## config.mk

```make
export PLATFORM = sky130hd
export DESIGN_NAME = dds_waveform_generator_registers
export DESIGN_NICKNAME = d
export VERILOG_FILES = /design/src/dwg_pkg.sv /design/src/dwg_regs.sv /design/src/dds_waveform_generator_registers.sv
export SDC_FILE = /design/constraint.sdc
export NUM_CORES = 1
export LEC_CHECK = 0
export BUFFER_PORTS_ARGS = -buffer_cell sky130_fd_sc_hd__buf_4
export CELL_PAD_IN_SITES_DETAIL_PLACEMENT = 1
export CELL_PAD_IN_SITES_GLOBAL_PLACEMENT = 2
export CORE_ASPECT_RATIO = 1.1
export CORE_UTILIZATION = 35
export CTS_BUF_LIST = sky130_fd_sc_hd__clkbuf_8 sky130_fd_sc_hd__clkbuf_16
export CTS_CLUSTER_SIZE = 10
export DETAILED_ROUTE_END_ITERATION = 8
export PLACE_DENSITY_LB_ADDON = 0.1
export SYNTH_ARGS = -nofsm -noshare
export SYNTH_HDL_FRONTEND = slang
export SYNTH_SLANG_ARGS = --single-unit
```

## constraint.sdc

```tcl
create_clock -name clk -period 9.3 [get_ports clk]
set_clock_uncertainty 0.2 [all_clocks]
set_input_delay 0.93 -clock clk [delete_from_list [all_inputs] [get_ports clk]]
set_output_delay 0.93 -clock clk [all_outputs]
set_load 0.01 [all_outputs]
```

## src/dwg_pkg.sv

```systemverilog
// ---------------------------------------------------------------------------
// Waveform generator package
// Shared constants, register word codes and the decoded control view.
// ---------------------------------------------------------------------------
`timescale 1ns / 1ps

package dwg_pkg;

  localparam int ACC_BITS_DEFAULT   = 28;
  localparam int PHASE_BITS_DEFAULT = 12;

  localparam int WORD_BITS    = 16;
  localparam int HALF_BITS    = 14;
  localparam int OFFSET_BITS  = 12;
  localparam int OUT_PH_BITS  = 12;
  localparam int TRI_BITS     = 10;

  // Control register bit positions.
  localparam int CTL_MODE    = 1;
  localparam int CTL_DIV2    = 3;
  localparam int CTL_OPBITEN = 5;
  localparam int CTL_SLEEP12 = 6;
  localparam int CTL_SLEEP1  = 7;
  localparam int CTL_RESET   = 8;
  localparam int CTL_PSELECT = 10;
  localparam int CTL_FSELECT = 11;
  localparam int CTL_B28     = 13;

  // Phase word: this bit picks the offset register.
  localparam int PHASE_REG_BIT = 13;

  typedef enum logic [1:0] {
    SEL_CONTROL = 2'd0,
    SEL_TUNING0 = 2'd1,
    SEL_TUNING1 = 2'd2,
    SEL_PHASE   = 2'd3
  } word_sel_t;

  typedef enum logic {
    OP_WRITE = 1'b0,
    OP_TICK  = 1'b1
  } opcode_t;

  typedef enum logic [1:0] {
    OUT_SINE     = 2'd0,
    OUT_TRIANGLE = 2'd1,
    OUT_SQUARE   = 2'd2
  } out_sel_t;

  typedef struct packed {
    logic reset;
    logic sleep1;
    logic sleep12;
    logic fsel;
    logic psel;
    logic div2;
    logic opbiten;
    logic mode;
  } ctl_t;

endpackage

```

## src/dwg_regs.sv

```systemverilog
// ---------------------------------------------------------------------------
// Serial register file
// Decodes 16-bit register words into the control, frequency and phase
// registers, including the two-write 28-bit frequency load.
// ---------------------------------------------------------------------------
`timescale 1ns / 1ps

module dwg_regs #(
  parameter int ACC_BITS = dwg_pkg::ACC_BITS_DEFAULT
) (
  input  logic                               clk,
  input  logic                               rst,
  input  logic                               load,
  input  logic [dwg_pkg::WORD_BITS-1:0]      word,
  output dwg_pkg::ctl_t                      ctl,
  output logic [ACC_BITS-1:0]                tuning,
  output logic [dwg_pkg::OFFSET_BITS-1:0]    offset
);

  logic [dwg_pkg::HALF_BITS-1:0]   control;
  logic [dwg_pkg::HALF_BITS-1:0]   control_next;
  logic [ACC_BITS-1:0]             tw0;
  logic [ACC_BITS-1:0]             tw0_next;
  logic [ACC_BITS-1:0]             tw1;
  logic [ACC_BITS-1:0]             tw1_next;
  logic [dwg_pkg::OFFSET_BITS-1:0] off0;
  logic [dwg_pkg::OFFSET_BITS-1:0] off0_next;
  logic [dwg_pkg::OFFSET_BITS-1:0] off1;
  logic [dwg_pkg::OFFSET_BITS-1:0] off1_next;
  logic                            pending;
  logic                            pending_next;
  logic                            target;
  logic                            target_next;

  dwg_pkg::word_sel_t              sel;
  logic                            fidx;
  logic [ACC_BITS-1:0]             tw_cur;
  logic [ACC_BITS-1:0]             tw_upd;
  logic [2*dwg_pkg::HALF_BITS-1:0] high_val;

  assign sel    = dwg_pkg::word_sel_t'(word[dwg_pkg::WORD_BITS-1 -: 2]);
  assign fidx   = (sel == dwg_pkg::SEL_TUNING1);
  assign tw_cur = fidx ? tw1 : tw0;
  assign high_val = {word[dwg_pkg::HALF_BITS-1:0], tw_cur[dwg_pkg::HALF_BITS-1:0]};

  always_comb begin
    control_next = control;
    off0_next    = off0;
    off1_next    = off1;
    pending_next = pending;
    target_next  = target;
    tw_upd       = tw_cur;
    if (load) begin
      case (sel)
        dwg_pkg::SEL_CONTROL: begin
          control_next = word[dwg_pkg::HALF_BITS-1:0];
          pending_next = 1'b0;
        end
        dwg_pkg::SEL_PHASE: begin
          if (word[dwg_pkg::PHASE_REG_BIT]) begin
            off1_next = word[dwg_pkg::OFFSET_BITS-1:0];
          end else begin
            off0_next = word[dwg_pkg::OFFSET_BITS-1:0];
          end
        end
        default: begin
          // A second write to the same register completes the high half.
          if (control[dwg_pkg::CTL_B28] && pending && (target == fidx)) begin
            tw_upd       = ACC_BITS'(high_val);
            pending_next = 1'b0;
          end else begin
            tw_upd       = {tw_cur[ACC_BITS-1:dwg_pkg::HALF_BITS],
                            word[dwg_pkg::HALF_BITS-1:0]};
            pending_next = control[dwg_pkg::CTL_B28];
            if (control[dwg_pkg::CTL_B28]) begin
              target_next = fidx;
            end
          end
        end
      endcase
    end
    tw0_next = (load && sel == dwg_pkg::SEL_TUNING0) ? tw_upd : tw0;
    tw1_next = (load && sel == dwg_pkg::SEL_TUNING1) ? tw_upd : tw1;
  end

  always_ff @(posedge clk) begin
    if (rst) begin
      control <= '0;
      tw0     <= '0;
      tw1     <= '0;
      off0    <= '0;
      off1    <= '0;
      pending <= 1'b0;
      target  <= 1'b0;
    end else begin
      control <= control_next;
      tw0     <= tw0_next;
      tw1     <= tw1_next;
      off0    <= off0_next;
      off1    <= off1_next;
      pending <= pending_next;
      target  <= target_next;
    end
  end

  // The view reflects the word being written in this cycle.
  always_comb begin
    ctl.reset   = control_next[dwg_pkg::CTL_RESET];
    ctl.sleep1  = control_next[dwg_pkg::CTL_SLEEP1];
    ctl.sleep12 = control_next[dwg_pkg::CTL_SLEEP12];
    ctl.fsel    = control_next[dwg_pkg::CTL_FSELECT];
    ctl.psel    = control_next[dwg_pkg::CTL_PSELECT];
    ctl.div2    = control_next[dwg_pkg::CTL_DIV2];
    ctl.opbiten = control_next[dwg_pkg::CTL_OPBITEN];
    ctl.mode    = control_next[dwg_pkg::CTL_MODE];
  end

  assign tuning = control_next[dwg_pkg::CTL_FSELECT] ? tw1_next : tw0_next;
  assign offset = control_next[dwg_pkg::CTL_PSELECT] ? off1_next : off0_next;

endmodule

```

## src/dds_waveform_generator_registers.sv

```systemverilog
// ---------------------------------------------------------------------------
// Direct digital synthesizer with serial register interface
// Phase accumulator, phase offset, triangle and square derivation.
//
//   Channel   Handshake                  Payload
//   item      item_valid / item_stall    opcode, serial_word
//   result    result_valid / result_stall phase_out, triangle_code, square_bit,
//                                        output_select, dac_powered, in_reset
//
// Each result is registered and shows in the cycle after its transaction is
// accepted; a new transaction is accepted every cycle while item_stall is low.
// The accumulator and offset adds sit between the input port and the result
// register. Reset (rst, synchronous) zeroes all but the payload registers.
// item_stall is raised only while a result is held under result_stall.
// ---------------------------------------------------------------------------
`timescale 1ns / 1ps

module dds_waveform_generator_registers #(
  parameter int ACC_BITS   = dwg_pkg::ACC_BITS_DEFAULT,
  parameter int PHASE_BITS = dwg_pkg::PHASE_BITS_DEFAULT
) (
  input  logic                              clk,
  input  logic                              rst,
  input  logic                              item_valid,
  output logic                              item_stall,
  input  logic                              opcode,
  input  logic [dwg_pkg::WORD_BITS-1:0]     serial_word,
  output logic                              result_valid,
  input  logic                              result_stall,
  output logic [dwg_pkg::OUT_PH_BITS-1:0]   phase_out,
  output logic [dwg_pkg::TRI_BITS-1:0]      triangle_code,
  output logic                              square_bit,
  output logic [1:0]                        output_select,
  output logic                              dac_powered,
  output logic                              in_reset
);

  logic                                accept;
  logic                                load;
  dwg_pkg::ctl_t                       ctl;
  logic [ACC_BITS-1:0]                 tuning;
  logic [dwg_pkg::OFFSET_BITS-1:0]     offset;

  logic [ACC_BITS-1:0]                 acc;
  logic [ACC_BITS-1:0]                 acc_next;
  logic                                toggle;
  logic                                toggle_next;
  logic                                toggle_base;
  logic                                prev_msb;
  logic [PHASE_BITS-1:0]               phase;
  logic [PHASE_BITS+dwg_pkg::OUT_PH_BITS-1:0] phase_wide;
  logic [dwg_pkg::OUT_PH_BITS-1:0]     p12;
  logic                                msb;
  logic [dwg_pkg::TRI_BITS-1:0]        tri_val;
  dwg_pkg::out_sel_t                   sel_val;

  assign item_stall = result_valid && result_stall;
  assign accept     = item_valid && !item_stall;
  assign load       = accept && (opcode == dwg_pkg::OP_WRITE);

  dwg_regs #(
    .ACC_BITS (ACC_BITS)
  ) u_regs (
    .clk    (clk),
    .rst    (rst),
    .load   (load),
    .word   (serial_word),
    .ctl    (ctl),
    .tuning (tuning),
    .offset (offset)
  );

  always_comb begin
    acc_next    = acc;
    toggle_base = toggle;
    if ((opcode == dwg_pkg::OP_TICK) && !ctl.reset && !ctl.sleep1) begin
      acc_next = acc + tuning;
    end
    if (ctl.reset) begin
      acc_next    = '0;
      toggle_base = 1'b0;
    end
    phase = acc_next[ACC_BITS-1 -: PHASE_BITS] + PHASE_BITS'(offset);
    // Align the phase to twelve bits, padding or dropping low bits.
    phase_wide  = {phase, {dwg_pkg::OUT_PH_BITS{1'b0}}};
    p12         = phase_wide[PHASE_BITS+dwg_pkg::OUT_PH_BITS-1 -: dwg_pkg::OUT_PH_BITS];
    msb         = p12[dwg_pkg::OUT_PH_BITS-1];
    toggle_next = toggle_base ^ (!ctl.reset && msb && !prev_msb);
    tri_val     = p12[dwg_pkg::TRI_BITS:1] ^ {dwg_pkg::TRI_BITS{msb}};
    if (ctl.opbiten) begin
      sel_val = dwg_pkg::OUT_SQUARE;
    end else if (ctl.mode) begin
      sel_val = dwg_pkg::OUT_TRIANGLE;
    end else begin
      sel_val = dwg_pkg::OUT_SINE;
    end
  end

  always_ff @(posedge clk) begin
    if (rst) begin
      acc          <= '0;
      toggle       <= 1'b0;
      prev_msb     <= 1'b0;
      result_valid <= 1'b0;
    end else begin
      if (accept) begin
        acc          <= acc_next;
        toggle       <= toggle_next;
        prev_msb     <= msb;
        result_valid <= 1'b1;
      end else if (!result_stall) begin
        result_valid <= 1'b0;
      end
    end
  end

  always_ff @(posedge clk) begin
    if (accept) begin
      phase_out     <= dwg_pkg::OUT_PH_BITS'(phase);
      triangle_code <= tri_val;
      square_bit    <= ctl.div2 ? msb : toggle_next;
      output_select <= sel_val;
      dac_powered   <= !ctl.sleep12;
      in_reset      <= ctl.reset;
    end
  end

endmodule

```

==> results of run 1 <==
## registers in the layout, indices dropped and copies added (netlist names)
register	flops
acc	28
u_regs.tw0	28
u_regs.tw1	28
phase_out	12
u_regs.off0	12
u_regs.off1	12
triangle_code	10
u_regs.control	9
output_select	2
dac_powered	1
in_reset	1
prev_msb	1
result_valid	1
square_bit	1
toggle	1
u_regs.pending	1
u_regs.target	1
## logic make-up after synthesis
| family | synth area share [%] |
|---|---|
| AOI/OAI and AO/OA | 18.8 |
| buffers and inverters | 4.19 |
| DFF | 38.7 |
| and+or+nand+nor | 17.9 |
| adders and majority gates | 6.73 |
| xor gates and xnor gates | 4.37 |
| muxes | 9.33 |
## metrics by stage
stage / util (%) / std cells
2_1_floorplan: - / 981
3_5_place_dp: 38.4 / 1291
4_1_cts: 40.9 / 1323
3_3_place_gp: 38.4 / 1291
5_1_grt: 40.9 / 1323
6_report: 40.9 / 1323
## worst max-delay path, delay by kind of cell
family                     cells  cell delay [ps]
muxes                          1              300
adders and majority gates      2              700
and+or+nand+nor                2              820
AOI/OAI and AO/OA             16             3790
xor gates and xnor gates       4             1170
buffers and inverters          2              380
## cell type report
cell class                 instances  share of cell area, %
multi-input combinational        744                   49.9
sequential                       149                   33.7
timing repair buffer              69                   5.36
clock buffer                      17                   4.40
tap                              305                   3.95
clock inverter                    15                   1.83
inverter                          24                  0.932
## how the worst max path moves through the flow
stage | startpoint | end | slack [ps]
detailed placement | result_stall | triangle_code[3] | 730
floorplan | item_valid | square_bit | 1930
global route | result_stall | triangle_code[2] | 530
global placement | result_stall | triangle_code[9] | 990
CTS | result_stall | triangle_code[3] | 1130
finish | result_stall | triangle_code[2] | 1160
## routing by layer
metal  part of all wire [%]  vias to the layer above  routed length [um]
li1                       -                     3556                   -
met1                     46                     3483               11900
met2                     49                       79               12600
met3                    3.0                       17                 762
met4                    1.8                        0                 458
met5                      0                        -                   0
## layout by cell type (no fill, tap or decap), drive strengths merged, types with 4 or more instances in the layout
master and instances:
a2111oi 4, o22ai 26, edfxtp 27, mux2i 76
a21oi 91, o22a 14, nor3 14, a22oi 11
o21ai 32, nor4 6, xor2 13, a211oi 8
nand2 88, clkinv 7, a21o 12, inv 32
or3 9, dfxtp 122, and3 6, or4 5
buf 69, ha 42, o31ai 7, nand3 31
nor2 146, a32oi 4, o21bai 6, xnor2 28
nand2b 8, o21a 9, clkbuf 17, nand4 6
## power by group through the flow
stage	clock network (W)	registers, W	logic, W
after floorplan	0	0.000704	0.0000930
after global placement	0	0.000699	0.000160
after detailed placement	0	0.000700	0.000161
after CTS	0.000726	0.000685	0.000162
after global routing	0.000749	0.000686	0.000174
final	0.000707	0.000684	0.000159
==> run_results.csv, run 1 <==
group,metric,value,unit
run_status,status,"completed",
synth,yosys_register_bits,149,
cts,numCtsBuffers,17,
global_routing,grt_util_met1,27.8,%
worst_setup_path,critical_path.max_fanout,16,
worst_setup_path,r2r_start,"result_valid",
floorplanning,core_area,0.0236,mm2
worst_setup_path,r2r_slack,1440,ps
sta,setup_violations,0,
sta,tightest_slew,1050,ps
sta,min_period,8140,ps
worst_setup_path,crit_top_cell,"a21oi_1",
final_layout,syn_to_final_growth,15.0,%
cts,cts_max_level,4,
synth,ys_top_cells_by_count,"146 x nor2_1, 122 x dfxtp_1, 91 x a21oi_1",
hold_path,hold_path_depth,2,
floorplanning,die_w,150,um
cts,clk_latency,440,ps
cts,clockBufferDepth,2,
global_routing,grt_pass1_wl,40500,um
worst_setup_path,critPathMaxStageDelay,710,ps
synth,ys.warnings.count,0,
run,maxCapViolCount,0,
synth,ys_seq_area_share,38.7,%
hold_path,min_from,"u_regs.off1[7]",
final_layout,fill_cells,2831,
global_routing,top_usage_layer,"met2",
final_layout,nNetsFinal,1070,
final_layout,drive_gt1_share,11.5,%
floorplanning,pin_count,50,
power_and_ir_drop,p_leak,3.92,nW
worst_setup_path,cp.arrival,8090,ps
power_and_ir_drop,p_total,0.00155,W
sta,rsz0062_at_grt,"false",
synth,synth_area,0.00840,mm2
synth,synth_top_area_cell,"dfxtp_1",
cts,root_buffer,"clkbuf_16",
global_routing,gr-usage-all-layers,21.6,%
power_and_ir_drop,p_sw,0.000449,W
floorplanning,initial_core_util,35.6,%
detailed_routing,post_drt_wl_per_cell,19.4,um
detailed_routing,postRouteAntennaNets,0,
synth,synthMostInstantiatedCell,"nor2_1",
floorplanning,die_area,0.0246,mm2
global_routing,grt_max_degree,83,
final_layout,regArea,0.00325,mm2
power_and_ir_drop,powerDensity,160,mW/mm2
floorplanning,die_y,164,um
sta,setup_slack,1160,ps
detailed_routing,vias,7135,
worst_setup_path,reg2reg_depth,26,
global_routing,use_met2,37.3,%
cts,cts_setup_buffers,0,
synth,synthTopCellsByArea,"dfxtp_1 29%, edfxtp_1 9.7%, mux2i_1 9.1%, nor2_1 6.5%, ha_1 6.3%",
worst_setup_path,slowest_stage,"xnor2_2",
synth,synth_ff_type,"dfxtp_1",
global_routing,grtUsageMet3,2.90,%
detailed_routing,drt_iter0_markers,308,
detailed_routing,vias_per_cell,5.39,
final_layout,stdcell_area,0.00966,mm2
power_and_ir_drop,p_sw_share,29.0,%
placed_design,port_buffers,49,
worst_setup_path,crit_type,"input pin to flop",
final_layout,multiInputGateArea,0.00482,mm2
detailed_routing,wl,25700,um
synth,syn_inst,981,
synth,netlist.area_leader.share,29.1,%
worst_setup_path,start_kind,"input pin",
synth,synth_nets,1046,
global_routing,antenna_found_initial,0,
sta,period_share,87.6,%
worst_setup_path,worstPathRequired,9250,ps
global_routing,grt_overflow,0,
power_and_ir_drop,p_comb_share,10.3,%
synth,syn_area_per_cell,8.56,um2
synth,synth-edff-count,27,
power_and_ir_drop,p_seq_share,44.1,%
hold_path,min_to,"u_regs.off1[7]",
final_layout,n_antenna_cell,0,
global_routing,grt_pass1_vias,7209,
cts,cts-resized-gates,0,
cts,cts.sinks,149,
power_and_ir_drop,p_clk_share,45.6,%
power_and_ir_drop,p_int,0.00110,W
hold_path,hp-class,"flop to flop",
sta,max_freq,0.123,GHz
sta,relSlewSlack,29.7,%
cts,cts_hold_buf,0,
synth,synth.distinct_cells,67,
placed_design,place_area,0.00906,mm2
placed_design,place_congestion,0.774,
cts,path_clk_slew,70,ps
placed_design,dp_slack,728,ps
worst_setup_path,r2r-end,"triangle_code[2]",
sta,hold_ws,256,ps
cts,cts_tree,"yes",
sta,final_max_slew_viol_count,0,
sta,finalHoldViolations,0,
detailed_routing,first_pass_iters,4,
floorplanning,num_rows,59,
synth,synthArstFlopShare,0,%
sta,setup_tns,0,ps
placed_design,hpwlAfterDp,18200,um
power_and_ir_drop,vdd_ir_drop_max,0.000101,V
detailed_routing,drc,0,
worst_setup_path,cp-end-kind,"flop",
No activity file was read; power rests on OpenSTA's default activity.
==> inputs of run 2 (changes only) <==
--- a/config.mk
+++ b/config.mk
@@ -16,2 +16,3 @@
 export PLACE_DENSITY_LB_ADDON = 0.1
+export SKIP_LAST_GASP = 1
 export SYNTH_ARGS = -nofsm -noshare
==> constraint.sdc (replaced) <==
create_clock -name clk -period 9.3 [get_ports clk]
set_clock_uncertainty 0.2 [all_clocks]
set_input_delay 1.395 -clock clk [delete_from_list [all_inputs] [get_ports clk]]
set_output_delay 1.395 -clock clk [all_outputs]
set_load 0.01 [all_outputs]
==> run 2 against run 1 <==
  * Core utilization rose by 0.18 points
  * Die area did not move
  * First-iteration DRC count fell by 19%
==> run_results.csv, run 2 (synthesis results as in run 1) <==
group,metric,value,unit
detailed_routing,vias,7161,
cts,cts-resized-gates,0,
detailed_routing,vias_per_cell,5.39,
worst_setup_path,critical_path.max_fanout,15,
detailed_routing,first_pass_iters,4,
global_routing,top_usage_layer,"met2",
placed_design,hpwlAfterDp,18000,um
sta,finalHoldViolations,0,
final_layout,syn_to_final_growth,15.6,%
sta,setup_violations,0,
final_layout,fill_cells,2782,
detailed_routing,postRouteAntennaNets,0,
worst_setup_path,critPathMaxStageDelay,690,ps
floorplanning,num_rows,59,
cts,path_clk_slew,60,ps
detailed_routing,drt_iter0_markers,251,
global_routing,grtUsageMet3,2.68,%
power_and_ir_drop,vdd_ir_drop_max,0.0000986,V
sta,relSlewSlack,33.0,%
detailed_routing,drc,0,
cts,cts_tree,"yes",
cts,cts_hold_buf,0,
power_and_ir_drop,p_sw_share,26.7,%
global_routing,grt_pass1_wl,40100,um
power_and_ir_drop,p_int,0.00115,W
power_and_ir_drop,p_clk_share,46.1,%
cts,cts_max_level,4,
floorplanning,pin_count,50,
global_routing,antenna_found_initial,0,
final_layout,drive_gt1_share,12.0,%
floorplanning,die_w,150,um
sta,final_max_slew_viol_count,0,
final_layout,nNetsFinal,1076,
global_routing,grt_pass1_vias,7126,
sta,rsz0062_at_grt,"false",
floorplanning,die_y,164,um
floorplanning,initial_core_util,35.6,%
cts,root_buffer,"clkbuf_16",
power_and_ir_drop,p_seq_share,43.6,%
detailed_routing,wl,25400,um
worst_setup_path,start_kind,"input pin",
run,maxCapViolCount,0,
sta,hold_ws,254,ps
power_and_ir_drop,p_sw,0.000419,W
sta,setup_tns,0,ps
sta,tightest_slew,1010,ps
power_and_ir_drop,powerDensity,162,mW/mm2
global_routing,grt_max_degree,84,
floorplanning,core_area,0.0236,mm2
sta,max_freq,0.122,GHz
cts,cts.sinks,149,
worst_setup_path,cp-end-kind,"flop",
floorplanning,die_area,0.0246,mm2
run_status,status,"completed",
final_layout,top_regs,"acc: 28 flops, u_regs.tw0: 28 flops, u_regs.tw1: 28 flops",
hold_path,hp-class,"flop to flop",
worst_setup_path,worstPathRequired,9240,ps
global_routing,use_met2,37.4,%
final_layout,n_antenna_cell,0,
global_routing,grt_overflow,0,
global_routing,grt_util_met1,27.6,%
sta,min_period,8230,ps
worst_setup_path,crit_top_cell,"a21oi_1",
global_routing,gr-usage-all-layers,21.4,%
final_layout,layout_commonest_cell,"nor2_1",
placed_design,place_congestion,0.803,
cts,clk_latency,430,ps
power_and_ir_drop,p_leak,3.95,nW
sta,period_share,88.5,%
cts,cts_setup_buffers,0,
detailed_routing,post_drt_wl_per_cell,19.1,um
placed_design,port_buffers,49,
cts,numCtsBuffers,17,
worst_setup_path,slowest_stage,"xnor2_2",
final_layout,final_cell_mix,"146 x nor2_1, 122 x dfxtp_1, 91 x a21oi_1",
worst_setup_path,crit_type,"input pin to flop",
worst_setup_path,cp.arrival,8160,ps
power_and_ir_drop,p_comb_share,10.3,%
cts,clockBufferDepth,2,
run 2: worst paths after layout:
| kind | start | end | slack (ps) | cells past startpoint |
|---|---|---|---|---|
| worst min-delay path | u_regs.off1[3] | u_regs.off1[3] | 250 | 2 |
| worst max-delay path | serial_word[14] | triangle_code[3] | 1070 | 31 |
| worst min register to register | u_regs.off1[3] | u_regs.off1[3] | 250 | 2 |
| worst max register to register | result_valid | triangle_code[3] | 1880 | 26 |
run 2: final cells by class:
type	instances	area [um2]	share of cell area [%]
inverter	24	90.1	0.928
tap	305	382	3.93
sequential	149	3250	33.5
clock buffer	18	439	4.53
timing repair buffer	75	563	5.80
clock inverter	14	160	1.65
multi-input combinational	744	4820	49.6
run 2: power groups by stage:
| stage | clock network [W] | registers [W] | logic, W |
|---|---|---|---|
| floorplan | 0 | 0.000704 | 0.0000930 |
| global placement | 0 | 0.000699 | 0.000161 |
| detailed placement | 0 | 0.000700 | 0.000163 |
| CTS | 0.000742 | 0.000685 | 0.000164 |
| global route | 0.000764 | 0.000686 | 0.000176 |
| finish | 0.000723 | 0.000685 | 0.000161 |
run 2: stage by stage:
stage               utilization [%]  power (W)  worst slack [ps]  instance area (um2)  cells
finish                         41.1    0.00157              1070                 9700   1329
floorplan                         -   0.000797              1470                 8400    981
global placement               38.5   0.000860               722                 9100   1297
global route                   41.1    0.00163               502                 9700   1329
CTS                            41.1    0.00159              1070                 9700   1329
detailed placement             38.5   0.000863               650                 9100   1297
run 2: worst max-delay path: cells and delay by family:
kind,cells,cell delay [ps]
AND/OR/NAND/NOR,4,750
XOR/XNOR,5,1620
multiplexers,1,180
AO/OA/AOI/OAI,12,2340
buffers and inverters,5,760
adder cells (fa/ha/maj),4,1120
run 2: per-layer routing:
| metal | wire [um] | up-vias |
|---|---|---|
| li1 | - | 3578 |
| met1 | 12000 | 3493 |
| met2 | 12500 | 76 |
| met3 | 605 | 14 |
| met4 | 335 | 0 |
| met5 | 0 | - |
